## src/hdl/assert_macros.svh

```systemverilog
// Assertion macros shared by the run-length mask decoder modules.
// No dependencies; included by every file that carries assertions.
`ifndef ASSERT_MACROS_SVH
`define ASSERT_MACROS_SVH
`ifndef SYNTH
// Property that must hold at every clock edge outside reset.
`define RMD_ASSERT(label, clk, rst_n, prop) \
    label: assert property (@(posedge clk) disable iff (!rst_n) (prop)) \
        else $error("rmd assertion failed");
// Same-cycle implication.
`define RMD_ASSERT_IMPL(label, clk, rst_n, ante, cons) \
    label: assert property (@(posedge clk) disable iff (!rst_n) (ante) |-> (cons)) \
        else $error("rmd assertion failed");
// Next-cycle implication.
`define RMD_ASSERT_NEXT(label, clk, rst_n, ante, cons) \
    label: assert property (@(posedge clk) disable iff (!rst_n) (ante) |=> (cons)) \
        else $error("rmd assertion failed");
`else
`define RMD_ASSERT(label, clk, rst_n, prop)
`define RMD_ASSERT_IMPL(label, clk, rst_n, ante, cons)
`define RMD_ASSERT_NEXT(label, clk, rst_n, ante, cons)
`endif
`endif

```

## src/hdl/rmd_pkg.sv

```systemverilog
// Shared types and constants of the run-length mask decoder.
// No dependencies; imported by the interfaces and every module.
package rmd_pkg;

    localparam int DIM_W  = 12;
    localparam int LEN_W  = 10;
    localparam int BYTE_W = 8;
    localparam int IDX_W  = 2;

    // Input commands.
    localparam logic CMD_BEGIN = 1'b0;
    localparam logic CMD_DATA  = 1'b1;

    // Result kinds.
    localparam logic [1:0] KIND_SPAN   = 2'd0;
    localparam logic [1:0] KIND_DONE   = 2'd1;
    localparam logic [1:0] KIND_ERROR  = 2'd2;
    localparam logic [1:0] KIND_OPAQUE = 2'd3;

    // Configuration register indexes.
    localparam logic [IDX_W-1:0] CFG_MASK_WIDTH     = 2'd0;
    localparam logic [IDX_W-1:0] CFG_MASK_HEIGHT    = 2'd1;
    localparam logic [IDX_W-1:0] CFG_ENCODED_LENGTH = 2'd2;

    // Run extension offsets after one or two zero bytes.
    localparam logic [LEN_W-1:0] EXT1_BIAS = 10'd255;
    localparam logic [LEN_W-1:0] EXT2_BIAS = 10'd511;

    typedef struct packed {
        logic [1:0]       kind;
        logic [DIM_W-1:0] row;
        logic [DIM_W-1:0] column;
        logic [LEN_W-1:0] length;
        logic             opaque;
        logic             last;
    } result_t;

    // One decoded byte worth of results: one or two.
    typedef struct packed {
        result_t first;
        result_t second;
        logic    has_second;
    } q_entry_t;

endpackage

```

## src/hdl/rmd_if.sv

```systemverilog
// Valid/ready channel interfaces for command words and result words.
// Depends on rmd_pkg for field widths.
interface rmd_cmd_if
    import rmd_pkg::*;
();
    logic              valid;
    logic              ready;
    logic              command;
    logic [BYTE_W-1:0] data_byte;

    modport source (output valid, output command, output data_byte, input ready);
    modport sink (input valid, input command, input data_byte, output ready);
endinterface

interface rmd_res_if
    import rmd_pkg::*;
();
    logic             valid;
    logic             ready;
    logic [1:0]       kind;
    logic [DIM_W-1:0] row;
    logic [DIM_W-1:0] column;
    logic [LEN_W-1:0] length;
    logic             opaque;
    logic             last;

    modport source (
        output valid, output kind, output row, output column,
        output length, output opaque, output last, input ready
    );
    modport sink (
        input valid, input kind, input row, input column,
        input length, input opaque, input last, output ready
    );
endinterface

```

## src/hdl/rmd_front.sv

```systemverilog
// Front end: accepts command words, tracks the decode state and builds results.
// Depends on rmd_pkg and the rmd_cmd_if interface.
module rmd_front
    import rmd_pkg::*;
#(
    parameter int MAX_ENCODED_BYTES = 480
)
(
    input  logic             clk,
    input  logic             rst_n,
    rmd_cmd_if.sink          cmd,
    input  logic [DIM_W-1:0] mask_width,
    input  logic [DIM_W-1:0] mask_height,
    input  logic [LEN_W-1:0] encoded_length,
    input  logic             q_full,
    output logic             push,
    output q_entry_t         push_entry
);

    typedef enum logic [4:0] {
        PH_IDLE   = 5'b00001,
        PH_PARITY = 5'b00010,
        PH_RUN    = 5'b00100,
        PH_EXT1   = 5'b01000,
        PH_EXT2   = 5'b10000
    } phase_t;

    phase_t            phase_reg, phase_next;
    logic [BYTE_W-1:0] parity_reg, parity_next;
    logic [DIM_W-1:0]  row_reg, row_next;
    logic [DIM_W-1:0]  column_reg, column_next;
    logic [LEN_W-1:0]  bytes_reg, bytes_next;

    logic              accept;
    logic              do_run;
    logic              do_check;
    logic [LEN_W-1:0]  run_len;
    logic [DIM_W-1:0]  remain;
    logic [DIM_W-1:0]  count;
    logic [DIM_W-1:0]  column_after;
    logic [DIM_W-1:0]  row_inc;
    logic              span_valid;
    logic              tail_valid;
    logic [1:0]        tail_kind;
    result_t           span_res;
    result_t           tail_res;

    assign cmd.ready = !q_full;
    assign accept    = cmd.valid && cmd.ready;

    // Run clamp to the rest of the row.
    assign remain  = (column_reg < mask_width) ? (mask_width - column_reg) : '0;
    assign count   = (DIM_W'(run_len) < remain) ? DIM_W'(run_len) : remain;
    assign row_inc = row_reg + 1'b1;

    // Decode state transition for one accepted word.
    always_comb
    begin
        phase_next   = phase_reg;
        parity_next  = parity_reg;
        row_next     = row_reg;
        column_next  = column_reg;
        bytes_next   = bytes_reg;
        do_run       = 1'b0;
        do_check     = 1'b0;
        run_len      = '0;
        tail_valid   = 1'b0;
        tail_kind    = KIND_DONE;
        column_after = column_reg;

        if (accept)
        begin
            if (cmd.command == CMD_BEGIN)
            begin
                row_next    = '0;
                column_next = '0;
                bytes_next  = '0;
                parity_next = '0;
                phase_next  = PH_IDLE;
                if (encoded_length > LEN_W'(MAX_ENCODED_BYTES))
                begin
                    tail_valid = 1'b1;
                    tail_kind  = KIND_ERROR;
                end
                else if (encoded_length == '0)
                begin
                    tail_valid = 1'b1;
                    tail_kind  = KIND_OPAQUE;
                end
                else if (mask_height == '0)
                begin
                    tail_valid = 1'b1;
                    tail_kind  = KIND_DONE;
                end
                else
                begin
                    phase_next = PH_PARITY;
                end
            end
            else if (phase_reg != PH_IDLE)
            begin
                bytes_next = bytes_reg + 1'b1;
                case (phase_reg)
                    PH_PARITY:
                    begin
                        parity_next = cmd.data_byte;
                        phase_next  = PH_RUN;
                        do_check    = 1'b1;
                    end
                    PH_RUN:
                    begin
                        if (cmd.data_byte != '0)
                        begin
                            do_run  = 1'b1;
                            run_len = LEN_W'(cmd.data_byte);
                        end
                        else
                        begin
                            phase_next = PH_EXT1;
                        end
                    end
                    PH_EXT1:
                    begin
                        if (cmd.data_byte != '0)
                        begin
                            do_run  = 1'b1;
                            run_len = LEN_W'(cmd.data_byte) + EXT1_BIAS;
                        end
                        else
                        begin
                            phase_next = PH_EXT2;
                        end
                    end
                    PH_EXT2:
                    begin
                        do_run  = 1'b1;
                        run_len = LEN_W'(cmd.data_byte) + EXT2_BIAS;
                    end
                    default:
                    begin
                        phase_next = PH_IDLE;
                    end
                endcase

                // A run advances the column and flips the parity.
                if (do_run)
                begin
                    column_after = column_reg + count;
                    column_next  = column_after;
                    parity_next  = BYTE_W'(8'd0 - parity_reg);
                    phase_next   = PH_RUN;
                    do_check     = 1'b1;
                end

                // Row completion, and mask completion on the last row.
                if (do_check && (column_after >= mask_width))
                begin
                    column_next = '0;
                    row_next    = row_inc;
                    if (row_inc >= mask_height)
                    begin
                        phase_next = PH_IDLE;
                        tail_valid = 1'b1;
                        tail_kind  = KIND_DONE;
                    end
                    else
                    begin
                        phase_next = PH_PARITY;
                    end
                end

                // Stream exhausted before the mask is complete.
                if ((phase_next != PH_IDLE) && (bytes_next >= encoded_length))
                begin
                    phase_next = PH_IDLE;
                    tail_valid = 1'b1;
                    tail_kind  = KIND_ERROR;
                end
            end
        end
    end

    // Result words for the queue.
    assign span_valid = do_run;
    always_comb
    begin
        span_res        = '0;
        span_res.kind   = KIND_SPAN;
        span_res.row    = row_reg;
        span_res.column = column_reg;
        span_res.length = count[LEN_W-1:0];
        span_res.opaque = ~parity_reg[BYTE_W-1];
        span_res.last   = 1'b0;

        tail_res        = '0;
        tail_res.kind   = tail_kind;
        tail_res.opaque = (tail_kind == KIND_OPAQUE);
        tail_res.last   = 1'b1;
    end

    assign push                  = accept && (span_valid || tail_valid);
    assign push_entry.first      = span_valid ? span_res : tail_res;
    assign push_entry.second     = tail_res;
    assign push_entry.has_second = span_valid && tail_valid;

    // Decode state registers.
    always_ff @(posedge clk or negedge rst_n)
    begin
        if (!rst_n)
        begin
            phase_reg  <= PH_IDLE;
            parity_reg <= '0;
            row_reg    <= '0;
            column_reg <= '0;
            bytes_reg  <= '0;
        end
        else
        begin
            phase_reg  <= phase_next;
            parity_reg <= parity_next;
            row_reg    <= row_next;
            column_reg <= column_next;
            bytes_reg  <= bytes_next;
        end
    end

endmodule

```

## src/hdl/rmd_queue.sv

```systemverilog
// Short result queue between the decode front end and the output back end.
// Depends on rmd_pkg and assert_macros.svh.
`include "assert_macros.svh"
module rmd_queue
    import rmd_pkg::*;
#(
    parameter int DEPTH = 4
)
(
    input  logic     clk,
    input  logic     rst_n,
    input  logic     push,
    input  q_entry_t push_entry,
    output logic     full,
    input  logic     pop,
    output q_entry_t pop_entry,
    output logic     empty
);

    localparam int PTR_W = (DEPTH > 1) ? $clog2(DEPTH) : 1;
    localparam int CNT_W = $clog2(DEPTH + 1);

    q_entry_t           entries_reg [DEPTH];
    logic [PTR_W-1:0]   wr_ptr_reg, wr_ptr_next;
    logic [PTR_W-1:0]   rd_ptr_reg, rd_ptr_next;
    logic [CNT_W-1:0]   count_reg, count_next;

    assign full      = (count_reg == CNT_W'(DEPTH));
    assign empty     = (count_reg == '0);
    assign pop_entry = entries_reg[rd_ptr_reg];

    // Pointer and fill count update.
    always_comb
    begin
        wr_ptr_next = wr_ptr_reg;
        rd_ptr_next = rd_ptr_reg;
        count_next  = count_reg;
        if (push)
        begin
            wr_ptr_next = (wr_ptr_reg == PTR_W'(DEPTH - 1)) ? '0 : wr_ptr_reg + 1'b1;
        end
        if (pop)
        begin
            rd_ptr_next = (rd_ptr_reg == PTR_W'(DEPTH - 1)) ? '0 : rd_ptr_reg + 1'b1;
        end
        if (push && !pop)
        begin
            count_next = count_reg + 1'b1;
        end
        else if (pop && !push)
        begin
            count_next = count_reg - 1'b1;
        end
    end

    always_ff @(posedge clk or negedge rst_n)
    begin
        if (!rst_n)
        begin
            wr_ptr_reg <= '0;
            rd_ptr_reg <= '0;
            count_reg  <= '0;
        end
        else
        begin
            wr_ptr_reg <= wr_ptr_next;
            rd_ptr_reg <= rd_ptr_next;
            count_reg  <= count_next;
        end
    end

    // Queue storage.
    always_ff @(posedge clk)
    begin
        if (push)
        begin
            entries_reg[wr_ptr_reg] <= push_entry;
        end
    end

    `RMD_ASSERT(a_count_bound, clk, rst_n, count_reg <= CNT_W'(DEPTH))
    `RMD_ASSERT_IMPL(a_push_not_full, clk, rst_n, push, !full)
    `RMD_ASSERT_IMPL(a_pop_not_empty, clk, rst_n, pop, !empty)
    `RMD_ASSERT_IMPL(a_empty_ptrs, clk, rst_n, empty, wr_ptr_reg == rd_ptr_reg)

endmodule

```

## src/hdl/rmd_back.sv

```systemverilog
// Back end: sends the results of queue entries one per cycle while res.ready.
// Depends on rmd_pkg, the rmd_res_if interface and assert_macros.svh.
`include "assert_macros.svh"
module rmd_back
    import rmd_pkg::*;
(
    input  logic     clk,
    input  logic     rst_n,
    input  logic     empty,
    input  q_entry_t pop_entry,
    output logic     pop,
    rmd_res_if.source res
);

    result_t out_reg;
    result_t pend_reg;
    logic    out_valid_reg, out_valid_next;
    logic    pend_valid_reg, pend_valid_next;
    logic    load_ok;

    // The output register can take a new word when it is empty or being taken.
    assign load_ok = !out_valid_reg || res.ready;
    assign pop     = load_ok && !pend_valid_reg && !empty;

    always_comb
    begin
        out_valid_next  = out_valid_reg;
        pend_valid_next = pend_valid_reg;
        if (load_ok)
        begin
            if (pend_valid_reg)
            begin
                out_valid_next  = 1'b1;
                pend_valid_next = 1'b0;
            end
            else if (!empty)
            begin
                out_valid_next  = 1'b1;
                pend_valid_next = pop_entry.has_second;
            end
            else
            begin
                out_valid_next = 1'b0;
            end
        end
    end

    always_ff @(posedge clk or negedge rst_n)
    begin
        if (!rst_n)
        begin
            out_valid_reg  <= 1'b0;
            pend_valid_reg <= 1'b0;
        end
        else
        begin
            out_valid_reg  <= out_valid_next;
            pend_valid_reg <= pend_valid_next;
        end
    end

    // Output word and the held second word of an entry.
    always_ff @(posedge clk)
    begin
        if (load_ok)
        begin
            if (pend_valid_reg)
            begin
                out_reg <= pend_reg;
            end
            else if (!empty)
            begin
                out_reg  <= pop_entry.first;
                pend_reg <= pop_entry.second;
            end
        end
    end

    assign res.valid  = out_valid_reg;
    assign res.kind   = out_reg.kind;
    assign res.row    = out_reg.row;
    assign res.column = out_reg.column;
    assign res.length = out_reg.length;
    assign res.opaque = out_reg.opaque;
    assign res.last   = out_reg.last;

    `RMD_ASSERT_IMPL(a_pend_has_out, clk, rst_n, pend_valid_reg, out_valid_reg)
    `RMD_ASSERT_IMPL(a_pend_first_not_last, clk, rst_n, pend_valid_reg, !out_reg.last)
    `RMD_ASSERT_NEXT(a_pop_fills_out, clk, rst_n, pop, out_valid_reg)

endmodule

```

## src/hdl/rle_mask_row_decoder.sv

```systemverilog
// Run-length mask decoder: one encoded byte per cycle, spans out one per cycle while
// the receiver is ready; a result word is queued and then registered for the output.
// Throughput: one command word per cycle while the result queue has room; a byte
// that gives two results sends them in turn through the one output port.
// Reset clears decode state, queue and output valid; registers reset to 1, 1 and 0.
module rle_mask_row_decoder
    import rmd_pkg::*;
#(
    parameter int MAX_ENCODED_BYTES = 480,
    parameter int QUEUE_DEPTH       = 4
)
(
    input  logic             clk,
    input  logic             rst_n,
    rmd_cmd_if.sink          cmd,
    rmd_res_if.source        res,
    input  logic             cfg_write,
    input  logic [IDX_W-1:0] cfg_index,
    input  logic [DIM_W-1:0] cfg_data
);

    logic [DIM_W-1:0] mask_width_reg;
    logic [DIM_W-1:0] mask_height_reg;
    logic [LEN_W-1:0] encoded_length_reg;

    logic     q_push;
    logic     q_pop;
    logic     q_full;
    logic     q_empty;
    q_entry_t q_in;
    q_entry_t q_out;

    // Configuration registers.
    always_ff @(posedge clk or negedge rst_n)
    begin
        if (!rst_n)
        begin
            mask_width_reg     <= DIM_W'(1);
            mask_height_reg    <= DIM_W'(1);
            encoded_length_reg <= '0;
        end
        else if (cfg_write)
        begin
            case (cfg_index)
                CFG_MASK_WIDTH:     mask_width_reg     <= cfg_data;
                CFG_MASK_HEIGHT:    mask_height_reg    <= cfg_data;
                CFG_ENCODED_LENGTH: encoded_length_reg <= cfg_data[LEN_W-1:0];
                default:            ;
            endcase
        end
    end

    // Decode front end.
    rmd_front #(
        .MAX_ENCODED_BYTES (MAX_ENCODED_BYTES)
    ) u_front (
        .clk            (clk),
        .rst_n          (rst_n),
        .cmd            (cmd),
        .mask_width     (mask_width_reg),
        .mask_height    (mask_height_reg),
        .encoded_length (encoded_length_reg),
        .q_full         (q_full),
        .push           (q_push),
        .push_entry     (q_in)
    );

    // Result queue.
    rmd_queue #(
        .DEPTH (QUEUE_DEPTH)
    ) u_queue (
        .clk        (clk),
        .rst_n      (rst_n),
        .push       (q_push),
        .push_entry (q_in),
        .full       (q_full),
        .pop        (q_pop),
        .pop_entry  (q_out),
        .empty      (q_empty)
    );

    // Output back end.
    rmd_back u_back (
        .clk       (clk),
        .rst_n     (rst_n),
        .empty     (q_empty),
        .pop_entry (q_out),
        .pop       (q_pop),
        .res       (res)
    );

endmodule

```

## src/flat_wrapper.sv

```systemverilog
// flat-port wrapper written by rule: the top's interface ports become plain ports
module rle_mask_row_decoder_flat import rmd_pkg::*;
#(
    parameter int MAX_ENCODED_BYTES = 480,
    parameter int QUEUE_DEPTH       = 4
)
  (clk, rst_n, cfg_write, cfg_index, cfg_data, cmd_valid, cmd_command, cmd_data_byte, cmd_ready, res_valid, res_kind, res_row, res_column, res_length, res_opaque, res_last, res_ready);
  rmd_cmd_if cmd_i ();
  rmd_res_if res_i ();
  input  logic clk;
  input  logic rst_n;
  input  logic cfg_write;
  input  logic [IDX_W-1:0] cfg_index;
  input  logic [DIM_W-1:0] cfg_data;
  input wire logic [$bits(cmd_i.valid)-1:0] cmd_valid;
  input wire logic [$bits(cmd_i.command)-1:0] cmd_command;
  input wire logic [$bits(cmd_i.data_byte)-1:0] cmd_data_byte;
  output wire logic [$bits(cmd_i.ready)-1:0] cmd_ready;
  output wire logic [$bits(res_i.valid)-1:0] res_valid;
  output wire logic [$bits(res_i.kind)-1:0] res_kind;
  output wire logic [$bits(res_i.row)-1:0] res_row;
  output wire logic [$bits(res_i.column)-1:0] res_column;
  output wire logic [$bits(res_i.length)-1:0] res_length;
  output wire logic [$bits(res_i.opaque)-1:0] res_opaque;
  output wire logic [$bits(res_i.last)-1:0] res_last;
  input wire logic [$bits(res_i.ready)-1:0] res_ready;
  assign cmd_i.valid = cmd_valid;
  assign cmd_i.command = cmd_command;
  assign cmd_i.data_byte = cmd_data_byte;
  assign cmd_ready = cmd_i.ready;
  assign res_valid = res_i.valid;
  assign res_kind = res_i.kind;
  assign res_row = res_i.row;
  assign res_column = res_i.column;
  assign res_length = res_i.length;
  assign res_opaque = res_i.opaque;
  assign res_last = res_i.last;
  assign res_i.ready = res_ready;
  rle_mask_row_decoder #(.MAX_ENCODED_BYTES(MAX_ENCODED_BYTES), .QUEUE_DEPTH(QUEUE_DEPTH)) u_core (.clk(clk), .rst_n(rst_n), .cmd(cmd_i), .res(res_i), .cfg_write(cfg_write), .cfg_index(cfg_index), .cfg_data(cfg_data));
endmodule
```

## config.mk

```make
export PLATFORM = sky130hd
export DESIGN_NAME = rle_mask_row_decoder_flat
export DESIGN_NICKNAME = d
export VERILOG_FILES = /design/src/hdl/rmd_pkg.sv /design/src/hdl/rmd_if.sv /design/src/hdl/rmd_front.sv /design/src/hdl/rmd_queue.sv /design/src/hdl/rmd_back.sv /design/src/hdl/rle_mask_row_decoder.sv /design/src/flat_wrapper.sv
export VERILOG_INCLUDE_DIRS = /design/src /design/src/hdl
export SDC_FILE = /design/constraint.sdc
export NUM_CORES = 1
export LEC_CHECK = 0
export BUFFER_PORTS_ARGS = -buffer_cell sky130_fd_sc_hd__buf_2
export CORE_MARGIN = 10
export CORE_UTILIZATION = 63
export CTS_CLUSTER_SIZE = 24
export DETAILED_ROUTE_END_ITERATION = 12
export PLACE_DENSITY = 0.87
export RECOVER_POWER = 25
export SYNTH_ARGS = -nofsm -noshare
export SYNTH_HDL_FRONTEND = slang
export SYNTH_SLANG_ARGS = --single-unit
```

## constraint.sdc

```tcl
create_clock -name clk -period 25.9 [get_ports clk]
set_clock_uncertainty 0.05 [all_clocks]
set_input_delay 5.18 -clock clk [delete_from_list [all_inputs] [get_ports clk]]
set_output_delay 5.18 -clock clk [all_outputs]
set_load 0.01 [all_outputs]
```

==> results.toml <==
[synthesis]
async_flop_share = 0.301
muxShareOfSynthArea = 0.0982
synth-seq-cells = 299
yosys.area.top_type_share = 0.413
ys_types = 84
synthCells = 1205
synth.avg_cell_area_um2 = 12.6
synth_edf_count = 209
synth_compound_area_frac = 0.105
yosysWarningCount = 0
synth_top_area_cell = "edfxtp_1"
synth_fa_ha_area_frac = 0.0681
yosys.area_share.simple = 0.111
yosysMostFrequentCell = "edfxtp_1"
seq_area_frac_synth = 0.561
synth_area_um2 = 15200
synth_xor_area_frac = 0.0219
synth_ff_type = "edfxtp_1"
synth_top_family_by_area = "simple AND/OR/NAND/NOR gates"
ys_top_cells_by_count = "edfxtp_1, dfrtp_1, inv_1"
synth_fp_nets = 1314
synthTopCellsByArea = "edfxtp_1, dfrtp_1, ha_1, mux4_2, mux2_2"

[sta]
grt_setup_unrepaired = "false"
finalSetupTns_ns = 0
fin_crit_ns = 13.38
hold_viol = 0
fin_ws_ns = 12.52
finalSetupViolCount = 0
worstMarginPinSlew_ns = 3.65
period_share = 0.517
clock.fmax_ghz = 0.0747
max_slew_margin = -1.43
drv_slew = 164

[critical_path]
cp.arrival_ns = 13.80
crit-reg2reg-launch = "u_core.u_front.column_reg[9]"
crit_type = "in2reg"
cp.required_ns = 26.32
critPathMaxStageDelay_ns = 0.76
endpoint = "u_core.u_queue.count_reg[2]"
r2r_cells = 37
cp_slowest_cell = "o311a_1"
critPathLaunch = "cmd_data_byte[1]"
cp-start-kind = "input port"
crit_top_cell = "ha_1"
rr_endpoint = "u_core.u_queue.count_reg[2]"
cp_max_fo = 21
r2r_slack_ns = 16.61
crit_path_end_kind = "register"

[clock_network]
cts_buffers = 30
worstSkewPairLatency_ns = 0.55
cts_num_sinks = 299
cts-htree-levels = 1
postCtsSetupRepairBufs = 0
root_buffer = "clkbuf_16"
cts_tree = "yes"
ctsResizeCount = 0
cts.path.max_buffers = 3
ctsHoldBuffers = 0
clk_pin_slew_worst_paths_ns = 0.06

[job]
timing.max_cap.violations = 4

[die]
die_area_um2 = 30800
fp.dieH_um = 175
io_pins = 68
row_count = 56
fp.dieW_um = 175
core_area_um2 = 23600
initial_core_util = 0.644

[power]
ir_worst_vdd_mv = 0.0588
p_per_area_nw_per_um2 = 96.8
p_leak_uw = 0.00676

[run_status]
outcome = "complete, but fails checks"
violations = "capacitance limit, slew limit"

[grt]
grt-ovfl-total = 0
grt_max_degree = 53
grtUsageTotal = 0.227
antenna_found_initial = 1
grt_pass1_vias = 10200
grt_first_pass_wirelength_um = 55800

[place]
dp.final_hpwl_um = 24200
preCtsSetupSlack_ns = 12.12
gp_congestion = 0.932
io_buffer_count = 67

[finish]
syn2layout_area_growth_pct = 10.9
largest_register_ffs = 168
diodes = 0
drive_above_1_share = 0.176
nNetsFinal = 1381

[routing]
antenna_left = 0
drtIter0Drc = 1229
wirelength_um = 35600
via_per_inst = 6.40
via_count = 10300
drc = 0
wire_per_inst_um = 22.1
firstDrtPassIters = 5

[worst_hold_path]
min_path_type = "reg2reg"
## metrics by stage
stage | util | hold slack [ns] | instances | area, um2 | power (uW)
floorplan | - | 0.420 | 1205 | 15200 | 1050
global placement | 0.674 | 0.459 | 1559 | 15900 | 1180
detailed placement | 0.674 | 0.464 | 1559 | 15900 | 1200
CTS | 0.715 | 0.487 | 1615 | 16900 | 1630
global route | 0.714 | 0.510 | 1615 | 16900 | 1710
finish | 0.714 | 0.485 | 1615 | 16900 | 1630
## cell type report
type                    instances  area (um2)
flip-flops and latches        299        8530
multi-input cells             775        6200
clock buffers                  45         887
clock inverters                11        95.1
inverters                      85         319
repair buffers                 81         429
fillers                      1594        6750
well taps                     319         399
## worst max-delay path, delay by kind of cell
family	cells	cell delay [ns]
xor+xnor	2	0.32
buf+inv	6	0.80
fa+ha+maj	7	1.99
mux	1	0.22
simple gates	7	1.39
compound gates	17	3.89
## cells by family after synthesis
logic type,after synthesis
compound gates,232
xor+xnor,38
fa+ha+maj,81
buf+inv,131
flops,299
mux,93
other cells,1
simple gates,330
## how the worst min path moves through the flow
| stage | startpoint | endpoint | slack [ns] | depth (start not counted) |
|---|---|---|---|---|
| 2_1_floorplan | u_core.u_front.parity_reg[7] | u_core.u_front.parity_reg[7] | 0.42 | 2 |
| 3_3_place_gp | u_core.u_front.column_reg[9] | u_core.u_front.column_reg[9] | 0.46 | 1 |
| 3_5_place_dp | u_core.encoded_length_reg[4] | u_core.encoded_length_reg[4] | 0.46 | 1 |
| 4_1_cts | u_core.u_front.parity_reg[3] | u_core.u_front.parity_reg[3] | 0.49 | 2 |
| 5_1_grt | u_core.u_front.bytes_reg[8] | u_core.u_front.bytes_reg[8] | 0.51 | 1 |
| 6_report | u_core.u_front.parity_reg[3] | u_core.u_front.parity_reg[3] | 0.49 | 2 |
## layer usage
metal  global-route usage  wire length [um]  vias to the layer above
met4               0.0752              1090                        0
met2                0.359             16800                      484
li1                     -                 -                     4649
met5                    0                 0                        -
met3               0.0422              2950                       82
met1                0.312             14700                     5127
## report_power, final
group / internal (uW) / switching [uW] / leakage (uW)
combinational: 231 / 315 / 0.00317
sequential: 613 / 50.2 / 0.00311
clock: 247 / 177 / 0.000478
## layout by cell type (no fill, tap or decap), types with 24 or more instances in the layout
cell type	netlist	layout
edfxtp_1	209	209
dfrtp_1	87	86
inv_1	84	84
nand2_1	83	83
ha_1	78	78
o21ai_0	65	65
buf_2	6	64
nor2_1	62	56
a21oi_1	46	46
nor2b_1	45	45
mux4_2	42	42
clkbuf_16	0	32
mux2_2	29	29
nand3_1	25	25
xnor2_1	24	24
Note: power is estimated with default switching activity, not from simulation.
